$ cat config.mk
export PLATFORM = sky130hd
export DESIGN_NAME = short_name_directory_search
export DESIGN_NICKNAME = d
export VERILOG_FILES = /design/src/sndir_pkg.sv /design/src/short_name_directory_search.sv
export SDC_FILE = /design/constraint.sdc
export NUM_CORES = 1
export LEC_CHECK = 0
export BUFFER_PORTS_ARGS = -buffer_cell sky130_fd_sc_hd__buf_2
export CAP_MARGIN = 20
export CORE_MARGIN = 4
export CORE_UTILIZATION = 29
export CTS_CLUSTER_DIAMETER = 200
export DETAILED_ROUTE_END_ITERATION = 10
export GPL_TIMING_DRIVEN = 0
export PLACE_DENSITY_LB_ADDON = 0.1
export SLEW_MARGIN = 20
export SYNTH_ARGS = -nofsm -noshare
export SYNTH_HDL_FRONTEND = slang
export SYNTH_SLANG_ARGS = --single-unit
export TNS_END_PERCENT = 10
$ cat constraint.sdc
create_clock -name clk -period 7.3 [get_ports clk]
set_input_delay 0 -clock clk [delete_from_list [all_inputs] [get_ports clk]]
set_output_delay 0 -clock clk [all_outputs]
set_load 0.02 [all_outputs]
$ cat src/sndir_pkg.sv
// Package with the codes and constants of the short-name directory search.
`default_nettype none
package sndir_pkg;

  localparam int KEY_LEN = 11;
  localparam int KEY_POS_W = 4;
  localparam int INDEX_W = 16;

  localparam logic [KEY_POS_W-1:0] EXT_POS = 4'd8;
  localparam logic [KEY_POS_W-1:0] KEY_END = 4'd11;

  localparam logic [7:0] SPACE_CHAR = 8'h20;
  localparam logic [7:0] DOT_CHAR = 8'h2e;
  localparam logic [7:0] LOWER_A = 8'h61;
  localparam logic [7:0] LOWER_Z = 8'h7a;
  localparam logic [7:0] CASE_BIT = 8'h20;
  localparam logic [7:0] SKIP_MASK = 8'h18;
  localparam logic [7:0] NUL_CHAR = 8'h00;

  localparam logic [INDEX_W-1:0] MAX_ENTRIES_RESET = 16'd224;

  localparam logic [1:0] CMD_START = 2'd0;
  localparam logic [1:0] CMD_CHAR = 2'd1;
  localparam logic [1:0] CMD_ENTRY = 2'd2;

  typedef enum logic [1:0] {
    ST_OK = 2'd0,
    ST_FOUND = 2'd1,
    ST_MISS = 2'd2,
    ST_IGNORED = 2'd3
  } status_t;

endpackage
`default_nettype wire

$ cat src/short_name_directory_search.sv
// Top level of the short-name (8.3) directory search: key build and entry compare.
// Pipeline: input register then result register; the result register loads when the output is free.
// Throughput: one item per cycle while m_axis_tready holds; the key update and the 11-byte compare with the
//   index update are done combinationally between the two registers.
// Reset: synchronous rst clears both stages, sets the key to spaces, clears the search
//   state and loads max_entries with 224.
`default_nettype none
module short_name_directory_search (
  input  wire logic         clk,
  input  wire logic         rst,
  input  wire logic         max_entries_we,
  input  wire logic [15:0]  max_entries_wdata,
  input  wire logic         s_axis_tvalid,
  output logic              s_axis_tready,
  // name_char[7:0], entry_base[71:8], entry_ext[95:72], entry_type[103:96]
  input  wire logic [103:0] s_axis_tdata,
  // cmd[1:0]
  input  wire logic [1:0]   s_axis_tuser,
  output logic              m_axis_tvalid,
  input  wire logic         m_axis_tready,
  // entry_index[15:0]
  output logic [15:0]       m_axis_tdata,
  // status[1:0]
  output logic [1:0]        m_axis_tuser
);

  logic [sndir_pkg::INDEX_W-1:0] max_entries;

  logic        in_valid;
  logic [1:0]  in_cmd;
  logic [7:0]  in_char;
  logic [63:0] in_base;
  logic [23:0] in_ext;
  logic [7:0]  in_type;

  logic [7:0]                      key [sndir_pkg::KEY_LEN];
  logic [7:0]                      key_next [sndir_pkg::KEY_LEN];
  logic [sndir_pkg::KEY_POS_W-1:0] key_pos;
  logic [sndir_pkg::KEY_POS_W-1:0] key_pos_next;
  logic                            overflow;
  logic                            overflow_next;
  logic                            done;
  logic                            done_next;
  logic [sndir_pkg::INDEX_W-1:0]   cur_index;
  logic [sndir_pkg::INDEX_W-1:0]   cur_index_next;

  logic                          out_valid;
  sndir_pkg::status_t            out_status;
  sndir_pkg::status_t            out_status_next;
  logic [sndir_pkg::INDEX_W-1:0] out_index;
  logic [sndir_pkg::INDEX_W-1:0] out_index_next;

  logic                          out_ready;
  logic                          advance;
  logic                          key_match;
  logic [7:0]                    char_up;
  logic [sndir_pkg::INDEX_W-1:0] index_inc;

  assign out_ready     = !out_valid || m_axis_tready;
  assign advance       = in_valid && out_ready;
  assign s_axis_tready = !in_valid || out_ready;

  assign m_axis_tvalid = out_valid;
  assign m_axis_tdata  = out_index;
  assign m_axis_tuser  = out_status;

  assign index_inc = cur_index + 16'd1;

  always_comb begin
    if (in_char >= sndir_pkg::LOWER_A && in_char <= sndir_pkg::LOWER_Z) begin
      char_up = in_char - sndir_pkg::CASE_BIT;
    end else begin
      char_up = in_char;
    end
  end

  always_comb begin
    key_match = 1'b1;
    for (int k = 0; k < 8; k++) begin
      if (in_base[63-8*k -: 8] != key[k]) begin
        key_match = 1'b0;
      end
    end
    for (int k = 0; k < 3; k++) begin
      if (in_ext[23-8*k -: 8] != key[8+k]) begin
        key_match = 1'b0;
      end
    end
  end

  always_comb begin
    key_next        = key;
    key_pos_next    = key_pos;
    overflow_next   = overflow;
    done_next       = done;
    cur_index_next  = cur_index;
    out_status_next = sndir_pkg::ST_IGNORED;
    out_index_next  = cur_index;
    unique case (in_cmd)
      sndir_pkg::CMD_START: begin
        for (int k = 0; k < sndir_pkg::KEY_LEN; k++) begin
          key_next[k] = sndir_pkg::SPACE_CHAR;
        end
        key_pos_next    = '0;
        overflow_next   = 1'b0;
        done_next       = 1'b0;
        cur_index_next  = '0;
        out_status_next = sndir_pkg::ST_OK;
        out_index_next  = '0;
      end
      sndir_pkg::CMD_CHAR: begin
        if (!done) begin
          out_status_next = sndir_pkg::ST_OK;
          if (in_char != sndir_pkg::NUL_CHAR) begin
            if (key_pos >= sndir_pkg::KEY_END) begin
              overflow_next = 1'b1;
            end else if (in_char == sndir_pkg::DOT_CHAR && key_pos <= sndir_pkg::EXT_POS) begin
              key_pos_next = sndir_pkg::EXT_POS;
            end else begin
              key_next[key_pos] = char_up;
              key_pos_next      = key_pos + 4'd1;
            end
          end
        end
      end
      sndir_pkg::CMD_ENTRY: begin
        if (!done) begin
          if (overflow || cur_index >= max_entries || in_base[63:56] == sndir_pkg::NUL_CHAR) begin
            done_next       = 1'b1;
            out_status_next = sndir_pkg::ST_MISS;
          end else if ((in_type & sndir_pkg::SKIP_MASK) == 8'h00 && key_match) begin
            done_next       = 1'b1;
            out_status_next = sndir_pkg::ST_FOUND;
          end else begin
            cur_index_next = index_inc;
            if (index_inc >= max_entries) begin
              done_next       = 1'b1;
              out_status_next = sndir_pkg::ST_MISS;
            end else begin
              out_status_next = sndir_pkg::ST_OK;
            end
          end
        end
      end
      default: begin
        out_status_next = sndir_pkg::ST_IGNORED;
      end
    endcase
  end

  always_ff @(posedge clk) begin
    if (rst) begin
      max_entries <= sndir_pkg::MAX_ENTRIES_RESET;
    end else if (max_entries_we) begin
      max_entries <= max_entries_wdata;
    end
  end

  always_ff @(posedge clk) begin
    if (rst) begin
      in_valid <= 1'b0;
    end else if (s_axis_tready) begin
      in_valid <= s_axis_tvalid;
    end
  end

  always_ff @(posedge clk) begin
    if (s_axis_tvalid && s_axis_tready) begin
      in_cmd  <= s_axis_tuser;
      in_char <= s_axis_tdata[7:0];
      in_base <= s_axis_tdata[71:8];
      in_ext  <= s_axis_tdata[95:72];
      in_type <= s_axis_tdata[103:96];
    end
  end

  always_ff @(posedge clk) begin
    if (rst) begin
      for (int k = 0; k < sndir_pkg::KEY_LEN; k++) begin
        key[k] <= sndir_pkg::SPACE_CHAR;
      end
      key_pos   <= '0;
      overflow  <= 1'b0;
      done      <= 1'b0;
      cur_index <= '0;
    end else if (advance) begin
      key       <= key_next;
      key_pos   <= key_pos_next;
      overflow  <= overflow_next;
      done      <= done_next;
      cur_index <= cur_index_next;
    end
  end

  always_ff @(posedge clk) begin
    if (rst) begin
      out_valid <= 1'b0;
    end else if (out_ready) begin
      out_valid <= in_valid;
    end
  end

  always_ff @(posedge clk) begin
    if (advance) begin
      out_status <= out_status_next;
      out_index  <= out_index_next;
    end
  end

endmodule
`default_nettype wire

==> impl_metrics.json, run 1 <==
{
  "status": "completed",
  "pwr-share-clk_pct": 47.4,
  "hold_slack_ns": 0.0820,
  "yosysTopAreaCell": "edfxtp_1",
  "max_cap_viol_count": 0,
  "antenna_found_initial": 0,
  "areaGrowthSynthToFinish_pct": 33.0,
  "yosys.cell_types.count": 69,
  "syn_inst": 990,
  "core.rowCount": 70,
  "remaining_drc_errors": 0,
  "yosysSeqAreaShare_pct": 56.2,
  "hold_viol": 0,
  "hold_path_class": "in2reg",
  "grtUsageTotal_pct": 16.7,
  "clock-sinks": 246,
  "p_int_mw": 2.60,
  "finalSetupTns_ns": 0,
  "drt_first_pass_iters": 5,
  "final-setup-viol-count": 0,
  "root_buffer": "clkbuf_16",
  "crit_arrival_ns": 3.87,
  "synth_top_area_share_pct": 32.6,
  "dpl.hpwl_um": 24700,
  "rsz0062_at_grt": "false",
  "vias_per_cell": 4.81,
  "htree_num_levels": 1,
  "final_max_slew_viol_count": 0,
  "power_density_nw_per_um2": 234,
  "fin_nets": 1447,
  "p_sw_mw": 0.777,
  "die-area_sq_um": 40600,
  "core_area_sq_um": 36800,
  "synthFlopType": "dfxtp_1",
  "synth.avg_cell_area_sq_um": 11.0,
  "place_congestion": 0.846,
  "whs_endpoint": "max_entries[3]$_SDFFE_PP0P_",
  "io_pins": 147,
  "r2r_setup_slack_ns": 3.72,
  "grt_pass1_wl_um": 52700,
  "finish.utilization_pct": 39.3,
  "wl_per_cell_um": 19.4,
  "p_comb_share_pct": 7.4,
  "startpoint_type": "register",
  "worst_r2r_endpoint": "m_axis_tuser[1]$_SDFFCE_PN1P_",
  "min-delay-start": "max_entries_we",
  "synth_area_leaders": "edfxtp_1 (33%), dfxtp_1 (24%), a32oi_1 (4.8%)",
  "netlist_area_sq_um": 10900,
  "async_flop_share_pct": 0,
  "ant_nets": 0,
  "regToRegStartpoint": "cur_index[1]$_SDFFE_PP0P_",
  "fmax_mhz": 279,
  "clk_path_buf_depth": 3,
  "first_global_vias": 8894,
  "die_w_um": 202,
  "diodes": 0,
  "crit_buf_inv": 0,
  "post_cts_buffers": 0,
  "start_util_pct": 29.5,
  "skew_ns": 0.0295,
  "clock_latency_ns": 0.59,
  "startpoint": "cur_index[1]$_SDFFE_PP0P_",
  "required_ns": 7.59,
  "io_buffers": 139,
  "drt_iter0_markers": 412,
  "ys_warn_count": 0,
  "synth_seq_cells": 246,
  "die_h_um": 202,
  "sequentialPowerShare_pct": 45.2,
  "max-vdd-ir-drop_mv": 0.194,
  "worst_slew_pin_slew_ns": 0.900,
  "numCtsBuffers": 30,
  "cp_cell_sequence": "ha_1 -> nand2_1 -> nor3_1 -> and3_1 -> and3_1 -> nand3_1 -> xnor2_1 -> ha_1 -> a21o_1 -> a21oi_1 -> o21ai_0 -> a21o_1 -> nand2_1 -> a31oi_1",
  "sw_frac_of_total_pct": 23.0,
  "crit_fanout": 6,
  "slowest_delay_ns": 0.49,
  "drt_wl_total_um": 34300,
  "grt_max_degree": 52,
  "holdPathStages": 3,
  "reg2regPathDepth": 14,
  "clkTransAtPathRegs_ns": 0.06,
  "min_period_ns": 3.58,
  "cp-end-kind": "register",
  "p_leak_nw": 5.80,
  "drive_above_1_share_pct": 17.5,
  "synth-edff-count": 118,
  "gr-total-overflow": 0,
  "vias": 8526,
  "critPathKind": "reg2reg",
  "cpMaxStageDelayCell": "nor3_1",
  "critPathTopFamily": "simple AND/OR/NAND/NOR gates",
  "period_share_pct": 49.0,
  "cts_tree": "done",
  "slew_headroom_pct": 40.0,
  "syn_nets": 1155
}
==> per-layer routing <==
| layer | track usage (%) | part of all wire (%) | up-vias |
|---|---|---|---|
| met1 | 21.1 | 43 | 4032 |
| met5 | 0 | 0 | - |
| met2 | 29.5 | 50 | 220 |
| met4 | 5.00 | 3.0 | 0 |
| li1 | - | - | 4212 |
| met3 | 2.51 | 4.3 | 62 |
==> cells by family after synthesis <==
family                     Yosys count  share of synthesized area (%)
and+or+nand+nor                    332                           15.0
DFF                                246                           56.2
AOI/OAI and AO/OA                  201                           13.9
buffers and inverters               92                           3.88
xor gates and xnor gates            68                           5.48
adders and majority gates           38                           4.37
muxes                               13                           1.20
==> area by class of cell <==
type                            instances  area [sq um]
Multi-Input combinational cell        652          4340
Buffer                                 48           256
Clock inverter                         20           285
Sequential cell                       246          6110
Timing Repair Buffer                  260          1920
Tap cell                              468           586
Inverter                               44           165
Clock buffer                           36           793
Fill cell                            3678         22300
==> how the worst max path moves through the flow <==
stage	endpoint	cells after the start
detailed placement	cur_index[8]$_SDFFE_PP0P_	9
CTS	cur_index[12]$_SDFFE_PP0P_	9
global route	cur_index[8]$_SDFFE_PP0P_	9
floorplan	in_base[0]$_DFFE_PP_	3
finish	m_axis_tuser[1]$_SDFFCE_PN1P_	14
global placement	in_type[3]$_DFFE_PP_	3
==> worst register-to-register path, cell delays in order, from the launching register on <==
cell	delay [ns]
dfxtp_1	0.42
ha_1	0.34
nand2_1	0.09
nor3_1	0.49
and3_1	0.25
and3_1	0.26
nand3_1	0.12
xnor2_1	0.27
ha_1	0.30
a21o_1	0.16
a21oi_1	0.13
o21ai_0	0.10
a21o_1	0.18
nand2_1	0.06
a31oi_1	0.13
==> metrics by stage <==
step / worst slack [ns] / instance area [sq um] / power (mW) / cells
floorplan: 3.74 / 10900 / 1.66 / 990
global placement: 2.77 / 12100 / 1.76 / 1597
detailed placement: 3.66 / 12200 / 1.76 / 1598
CTS: 3.60 / 14500 / 3.43 / 1774
global route: 3.43 / 14500 / 3.51 / 1774
finish: 3.72 / 14500 / 3.38 / 1774
==> cell usage in the layout (no fill, tap or decap), types with 5 or more instances in the layout <==
cell             n
buf_2          155
dfxtp_1        128
nor2_1         125
dlygate4sd3_1  120
edfxtp_1       118
nand2_1         67
a32oi_1         60
xor2_1          48
inv_1           43
nor2b_1         41
ha_1            38
clkbuf_16       30
clkbuf_1        26
nand2b_1        23
o21ai_0         21
xnor2_1         20
a21oi_1         18
o211ai_1        18
a22oi_1         16
nand3_1         15
nor4_1          15
mux2i_1         13
nand4_1         12
o21ai_1          9
nor3_1           7
a21o_1           7
and3_1           6
o2111a_1         6
o22ai_1          6
bufinv_16        6
clkinv_1         5
a2111oi_0        5
o31ai_1          5
==> sequential cells by signal, summed over array words and instances (netlist names) <==
signal	count
key	88
m_axis_tvalid	1
max_entries	16
done	1
in_base	64
in_valid	1
overflow	1
in_type	2
m_axis_tdata	16
in_cmd	2
in_char	8
cur_index	16
key_pos	4
m_axis_tuser	2
in_ext	24
==> power groups by stage <==
stage / registers (mW) / clock network (mW) / logic [mW]
floorplan: 1.55 / 0 / 0.103
global placement: 1.56 / 0 / 0.199
detailed placement: 1.56 / 0 / 0.202
CTS: 1.53 / 1.65 / 0.252
global route: 1.53 / 1.71 / 0.275
finish: 1.53 / 1.60 / 0.249
==> cell usage after synthesis, types with 21 or more instances <==
cell,count
dfxtp_1,128
nor2_1,125
edfxtp_1,118
nand2_1,67
a32oi_1,60
xor2_1,48
inv_1,43
nor2b_1,41
ha_1,38
nand2b_1,23
clkbuf_1,22
o21ai_0,21
==> timing repair <==
item / 4_1_cts / 5_1_grt
endpoints found under the hold margin: 121 / 0
gates resized for setup: 0 / 0
hold buffers: 120 / 0
(Power assumes the default switching activity.)
==> inputs of run 2 (changes only) <==
clock period = 3.7 ns   (was 7.3 ns; I/O delays follow)
==> run 2 against run 1 <==
Sequential power rose by 97%. Routed wire length hardly changed. Sequential cell count stayed put. Hold slack worse by 0.00050 ns. Via count barely moved.
==> impl_metrics.json, run 2 (synthesized netlist as in run 1, its figures left out) <==
{
  "start_util_pct": 29.5,
  "clock_latency_ns": 0.59,
  "cp.depth": 9,
  "die_h_um": 202,
  "finish.utilization_pct": 39.3,
  "wl_per_cell_um": 19.4,
  "rsz0062_at_grt": "false",
  "remaining_drc_errors": 0,
  "total_power_mw": 6.67,
  "first_global_vias": 8894,
  "grt_pass1_wl_um": 52700,
  "core_area_sq_um": 36800,
  "root_buffer": "clkbuf_16",
  "areaGrowthSynthToFinish_pct": 33.1,
  "post_cts_buffers": 0,
  "regToRegStartpoint": "in_base[33]$_DFFE_PP_",
  "p_leak_nw": 5.80,
  "max-vdd-ir-drop_mv": 0.382,
  "hold_viol": 0,
  "cp_cell_sequence": "nor2b_1 -> a2111oi_1 -> nand4_1 -> nor4_1 -> nand3_1 -> a21boi_1 -> buf_2 -> o21ai_1 -> o41ai_1",
  "final_common_cell": "buf_2",
  "die_w_um": 202,
  "crit_fanout": 10,
  "top_register": "key",
  "crit_buf_inv": 1,
  "place_congestion": 0.846,
  "drive_above_1_share_pct": 17.5,
  "hold_path_class": "in2reg",
  "fmax_mhz": 291,
  "seqCellArea_sq_um": 6110,
  "largest_reg_flops": 88,
  "multi_input_area_sq_um": 4350,
  "clk_path_buf_depth": 3,
  "final_max_slew_viol_count": 0,
  "layout_common_cells": "buf_2 (155), dfxtp_1 (128), nor2_1 (125), dlygate4sd3_1 (120), edfxtp_1 (118)",
  "vias": 8523,
  "n_fill_cell": 3676,
  "worstSetupEndpoint": "cur_index[8]$_SDFFE_PP0P_",
  "reg_top3": "key x88, in_base x64, in_ext x24",
  "grtUsageTotal_pct": 16.7,
  "drt_wl_total_um": 34300,
  "vias_per_cell": 4.80,
  "numCtsBuffers": 30,
  "max_cap_viol_count": 0,
  "status": "completed",
  "antenna_found_initial": 0,
  "min_period_ns": 3.43,
  "htree_num_levels": 1,
  "power_density_nw_per_um2": 461,
  "gr-total-overflow": 0,
  "cts_tree": "done",
  "reg2regPathDepth": 9,
  "clock-sinks": 246,
  "skew_ns": 0.0293,
  "die-area_sq_um": 40600,
  "clkTransAtPathRegs_ns": 0.06,
  "slew_headroom_pct": 40.3,
  "slowest_delay_ns": 0.69,
  "io_pins": 147,
  "drt_iter0_markers": 402,
  "worst_r2r_endpoint": "cur_index[8]$_SDFFE_PP0P_",
  "grt_max_degree": 52,
  "startpoint": "in_base[33]$_DFFE_PP_",
  "ant_nets": 0,
  "dpl.hpwl_um": 24700,
  "critPathTopFamily": "simple AND/OR/NAND/NOR gates",
  "r2r_setup_slack_ns": 0.27,
  "critPathKind": "reg2reg",
  "required_ns": 4.17,
  "worst_slew_pin_slew_ns": 0.895,
  "final-setup-viol-count": 0,
  "diodes": 0,
  "cp-end-kind": "register",
  "io_buffers": 139,
  "drt_first_pass_iters": 5,
  "startpoint_type": "register",
  "core.rowCount": 70,
  "cpMaxStageDelayCell": "a2111oi_1",
  "crit_arrival_ns": 3.91,
  "fin_nets": 1447,
  "period_share_pct": 92.8
}
==> run 2: per-stage QoR <==
stage	setup TNS (ns)	worst slack (ns)	instances	hold slack, ns	area, sq um
2_1_floorplan	0	0.142	990	0.0989	10900
3_3_place_gp	-81.20	-0.826	1597	0.176	12100
3_5_place_dp	0	0.0646	1598	0.178	12200
4_1_cts	0	0.0985	1774	0.0729	14500
5_1_grt	0	0.0303	1774	0.0867	14500
6_report	0	0.266	1774	0.0815	14500
==> run 2: cell type report <==
| type | instances | share of cell area, % |
|---|---|---|
| Sequential cell | 246 | 42.2 |
| Multi-Input combinational cell | 652 | 30.1 |
| Timing Repair Buffer | 260 | 13.3 |
| Clock buffer | 36 | 5.48 |
| Tap cell | 468 | 4.05 |
| Clock inverter | 20 | 1.97 |
| Buffer | 48 | 1.77 |
| Inverter | 44 | 1.14 |
==> run 2: how the worst min path moves through the flow <==
stage | startpoint | endpoint | slack, ns | cells past startpoint
global placement | s_axis_tdata[79] | in_ext[7]$_DFFE_PP_ | 0.18 | 1
detailed placement | s_axis_tdata[44] | in_base[36]$_DFFE_PP_ | 0.18 | 1
floorplan | s_axis_tdata[8] | in_base[0]$_DFFE_PP_ | 0.1 | 0
global route | s_axis_tdata[56] | in_base[48]$_DFFE_PP_ | 0.09 | 2
finish | max_entries_we | max_entries[3]$_SDFFE_PP0P_ | 0.08 | 3
CTS | s_axis_tdata[56] | in_base[48]$_DFFE_PP_ | 0.07 | 2
==> run 2: worst reg2reg max path, delay by kind of cell, from the launching register on <==
kind,cells,cell delay (ns)
AOI/OAI and AO/OA,4,1.18
and+or+nand+nor,4,1.44
buffers and inverters,1,0.29
DFF,1,0.40
==> run 2: timing repair <==
action,4_1_cts,5_1_grt
endpoints found under the hold margin,121,0
endpoints found under the setup margin,1,2
gates resized for setup,1,1
hold buffers,120,0
==> run 2: routing by layer <==
layer	GRT usage (%)	vias up	share of wire, %
met5	0	-	0
met2	29.5	213	50
met4	5.00	0	3.1
met3	2.51	62	4.0
li1	-	4213	-
met1	21.1	4035	43
==> run 2: power breakdown <==
part / switching [mW] / internal [mW]
Combinational: 0.268 / 0.224
Sequential: 0.0542 / 2.96
Clock: 1.21 / 1.95
Total: 1.53 / 5.13
==> inputs of run 3 (changes only) <==
BUFFER_PORTS_ARGS = -buffer_cell sky130_fd_sc_hd__clkbuf_2   (was -buffer_cell sky130_fd_sc_hd__buf_2)
==> run 3 against run 2 <==
First-iteration DRC count is 0.50% lower. Sequential share of layout area is 0.39 points higher. Via count is 1.2% lower. Hold slack worse by 0.024 ns. Sequential cell count stayed put. Clock power is 12% lower. Power is 5.6% lower. Largest power group is now registers.
==> impl_metrics.json, run 3 (synthesized netlist as in run 1, its figures left out) <==
{
  "status": "completed",
  "clk_path_buf_depth": 3,
  "ant_nets": 0,
  "dpl.hpwl_um": 24700,
  "reg_top3": "key x88, in_base x64, in_ext x24",
  "wl_met1_um": 15000,
  "first_global_vias": 8721,
  "die-area_sq_um": 40600,
  "io_buffers": 139,
  "skew_ns": 0.0161,
  "wl_per_cell_um": 19.2,
  "total_power_mw": 6.29,
  "met3WireLength_um": 1250,
  "vias": 8421,
  "grt_max_degree": 53,
  "finish.utilization_pct": 39.0,
  "p_leak_nw": 5.79,
  "max_cap_viol_count": 0,
  "layout_common_cells": "clkbuf_2 (139), dfxtp_1 (128), nor2_1 (125), dlygate4sd3_1 (120), edfxtp_1 (118)",
  "r2r_setup_slack_ns": 0.30,
  "start_util_pct": 29.5,
  "startpoint_type": "register",
  "grt_pass1_wl_um": 52600,
  "largest_reg_flops": 88,
  "clock_latency_ns": 0.57,
  "period_share_pct": 91.9,
  "p_sw_mw": 1.47,
  "place_area_sq_um": 12200,
  "worst_r2r_endpoint": "m_axis_tuser[1]$_SDFFCE_PN1P_",
  "gr-total-overflow": 0,
  "whs_endpoint": "max_entries[2]$_SDFFE_PP0P_",
  "place_congestion": 0.846,
  "regToRegStartpoint": "cur_index[1]$_SDFFE_PP0P_",
  "drive_above_1_share_pct": 17.7,
  "final_max_slew_viol_count": 0,
  "pwr-share-clk_pct": 44.3,
  "cp-end-kind": "register",
  "top_register": "key",
  "cts_tree": "done",
  "drt_first_pass_iters": 4,
  "crit_arrival_ns": 3.68,
  "max-vdd-ir-drop_mv": 0.357,
  "route.met2.wl_um": 17000,
  "numCtsBuffers": 29,
  "hold_slack_ns": 0.0574,
  "fmax_mhz": 294,
  "critPathKind": "reg2reg",
  "io_pins": 147,
  "drt_iter0_markers": 400,
  "final_common_cell": "clkbuf_2",
  "worst_slew_pin_slew_ns": 0.917,
  "sequentialPowerShare_pct": 47.9,
  "die_h_um": 202,
  "power_density_nw_per_um2": 439,
  "vias_per_cell": 4.76,
  "crit_fanout": 6,
  "p_int_mw": 4.82,
  "finalInstanceArea_sq_um": 14300,
  "slew_headroom_pct": 38.9,
  "remaining_drc_errors": 0,
  "n_fill_cell": 3636,
  "min-delay-start": "max_entries_we",
  "reg2regPathDepth": 14,
  "fin_nets": 1446,
  "p_comb_share_pct": 7.8,
  "drt_wl_total_um": 34100,
  "diodes": 0,
  "min_period_ns": 3.40,
  "root_buffer": "clkbuf_16",
  "hold_path_class": "in2reg",
  "required_ns": 3.98,
  "core.rowCount": 70,
  "grtUsageTotal_pct": 16.7,
  "antenna_found_initial": 0,
  "areaGrowthSynthToFinish_pct": 31.9,
  "sw_frac_of_total_pct": 23.4,
  "core_area_sq_um": 36800,
  "htree_num_levels": 1,
  "rsz0062_at_grt": "false",
  "hold_viol": 0,
  "holdPathStages": 3,
  "clock-sinks": 246,
  "clkTransAtPathRegs_ns": 0.06,
  "top_layer": "met4",
  "die_w_um": 202,
  "final-setup-viol-count": 0
}
run 3: cell count changes in the layout (fill, tap and decap cells not counted), sizes merged:
cell,before,now
clkbuf,58,205
buf,166,27
bufinv,6,0
clkinv,12,7
clkinvlp,3,1
inv,43,44
run 3: worst max-delay path, cell delays in order (launching register included):
cell and delay (ns):
dfxtp_1 0.42, ha_2 0.29, nand2_1 0.09, nor3_2 0.33
and3_1 0.23, and3_1 0.27, nand3_1 0.12, xnor2_1 0.26
ha_1 0.30, a21o_1 0.16, a21oi_1 0.14, o21ai_0 0.10
a21o_1 0.19, nand2_1 0.06, a31oi_1 0.15
run 3: power groups by stage:
stage / Sequential [mW] / Combinational (mW) / Clock [mW]
after global routing: 3.02 / 0.546 / 2.98
after floorplan: 3.07 / 0.202 / 0
final: 3.01 / 0.492 / 2.79
after CTS: 3.02 / 0.499 / 2.88
after global placement: 3.08 / 0.393 / 0
after detailed placement: 3.07 / 0.398 / 0
run 3: layer usage:
layer | vias up | global-route usage [%]
li1 | 4206 | -
met1 | 3975 | 21.4
met2 | 192 | 29.9
met3 | 48 | 2.32
met4 | 0 | 3.76
met5 | - | 0
run 3: timing repair:
action / 4_1_cts / 5_1_grt
hold buffers: 120 / 0
endpoints found under the setup margin: 0 / 12
gates resized for setup: 0 / 3
buffers inserted: 0 / 0
endpoints found under the hold margin: 121 / 0
run 3: how the worst max path moves through the flow:
stage,start,endpoint,slack [ns]
2_1_floorplan,m_axis_tvalid$_SDFFE_PP0P_,in_base[0]$_DFFE_PP_,0.14
5_1_grt,cur_index[1]$_SDFFE_PP0P_,m_axis_tuser[1]$_SDFFCE_PN1P_,0.05
3_5_place_dp,in_base[33]$_DFFE_PP_,cur_index[8]$_SDFFE_PP0P_,0.06
3_3_place_gp,m_axis_tvalid$_SDFFE_PP0P_,in_base[50]$_DFFE_PP_,-0.80
6_report,cur_index[1]$_SDFFE_PP0P_,m_axis_tuser[1]$_SDFFCE_PN1P_,0.30
4_1_cts,in_base[33]$_DFFE_PP_,cur_index[11]$_SDFFE_PP0P_,0.02
run 3: metrics by stage:
stage	TNS (ns)	cells	setup WS, ns
after detailed placement	0	1598	0.0648
after global placement	-79.02	1597	-0.802
after CTS	0	1770	0.0166
after floorplan	0	990	0.142
final	0	1770	0.300
after global routing	0	1770	0.0485
run 3: area by class of cell:
type | instances | area [sq um] | area share (%)
multi-input cells | 652 | 4350 | 30.4
clock buffers | 44 | 878 | 6.13
clock inverters | 8 | 65.1 | 0.454
inverters | 44 | 165 | 1.15
flip-flops and latches | 246 | 6110 | 42.6
plain buffers | 48 | 256 | 1.79
well taps | 468 | 586 | 4.09
repair buffers | 260 | 1920 | 13.4
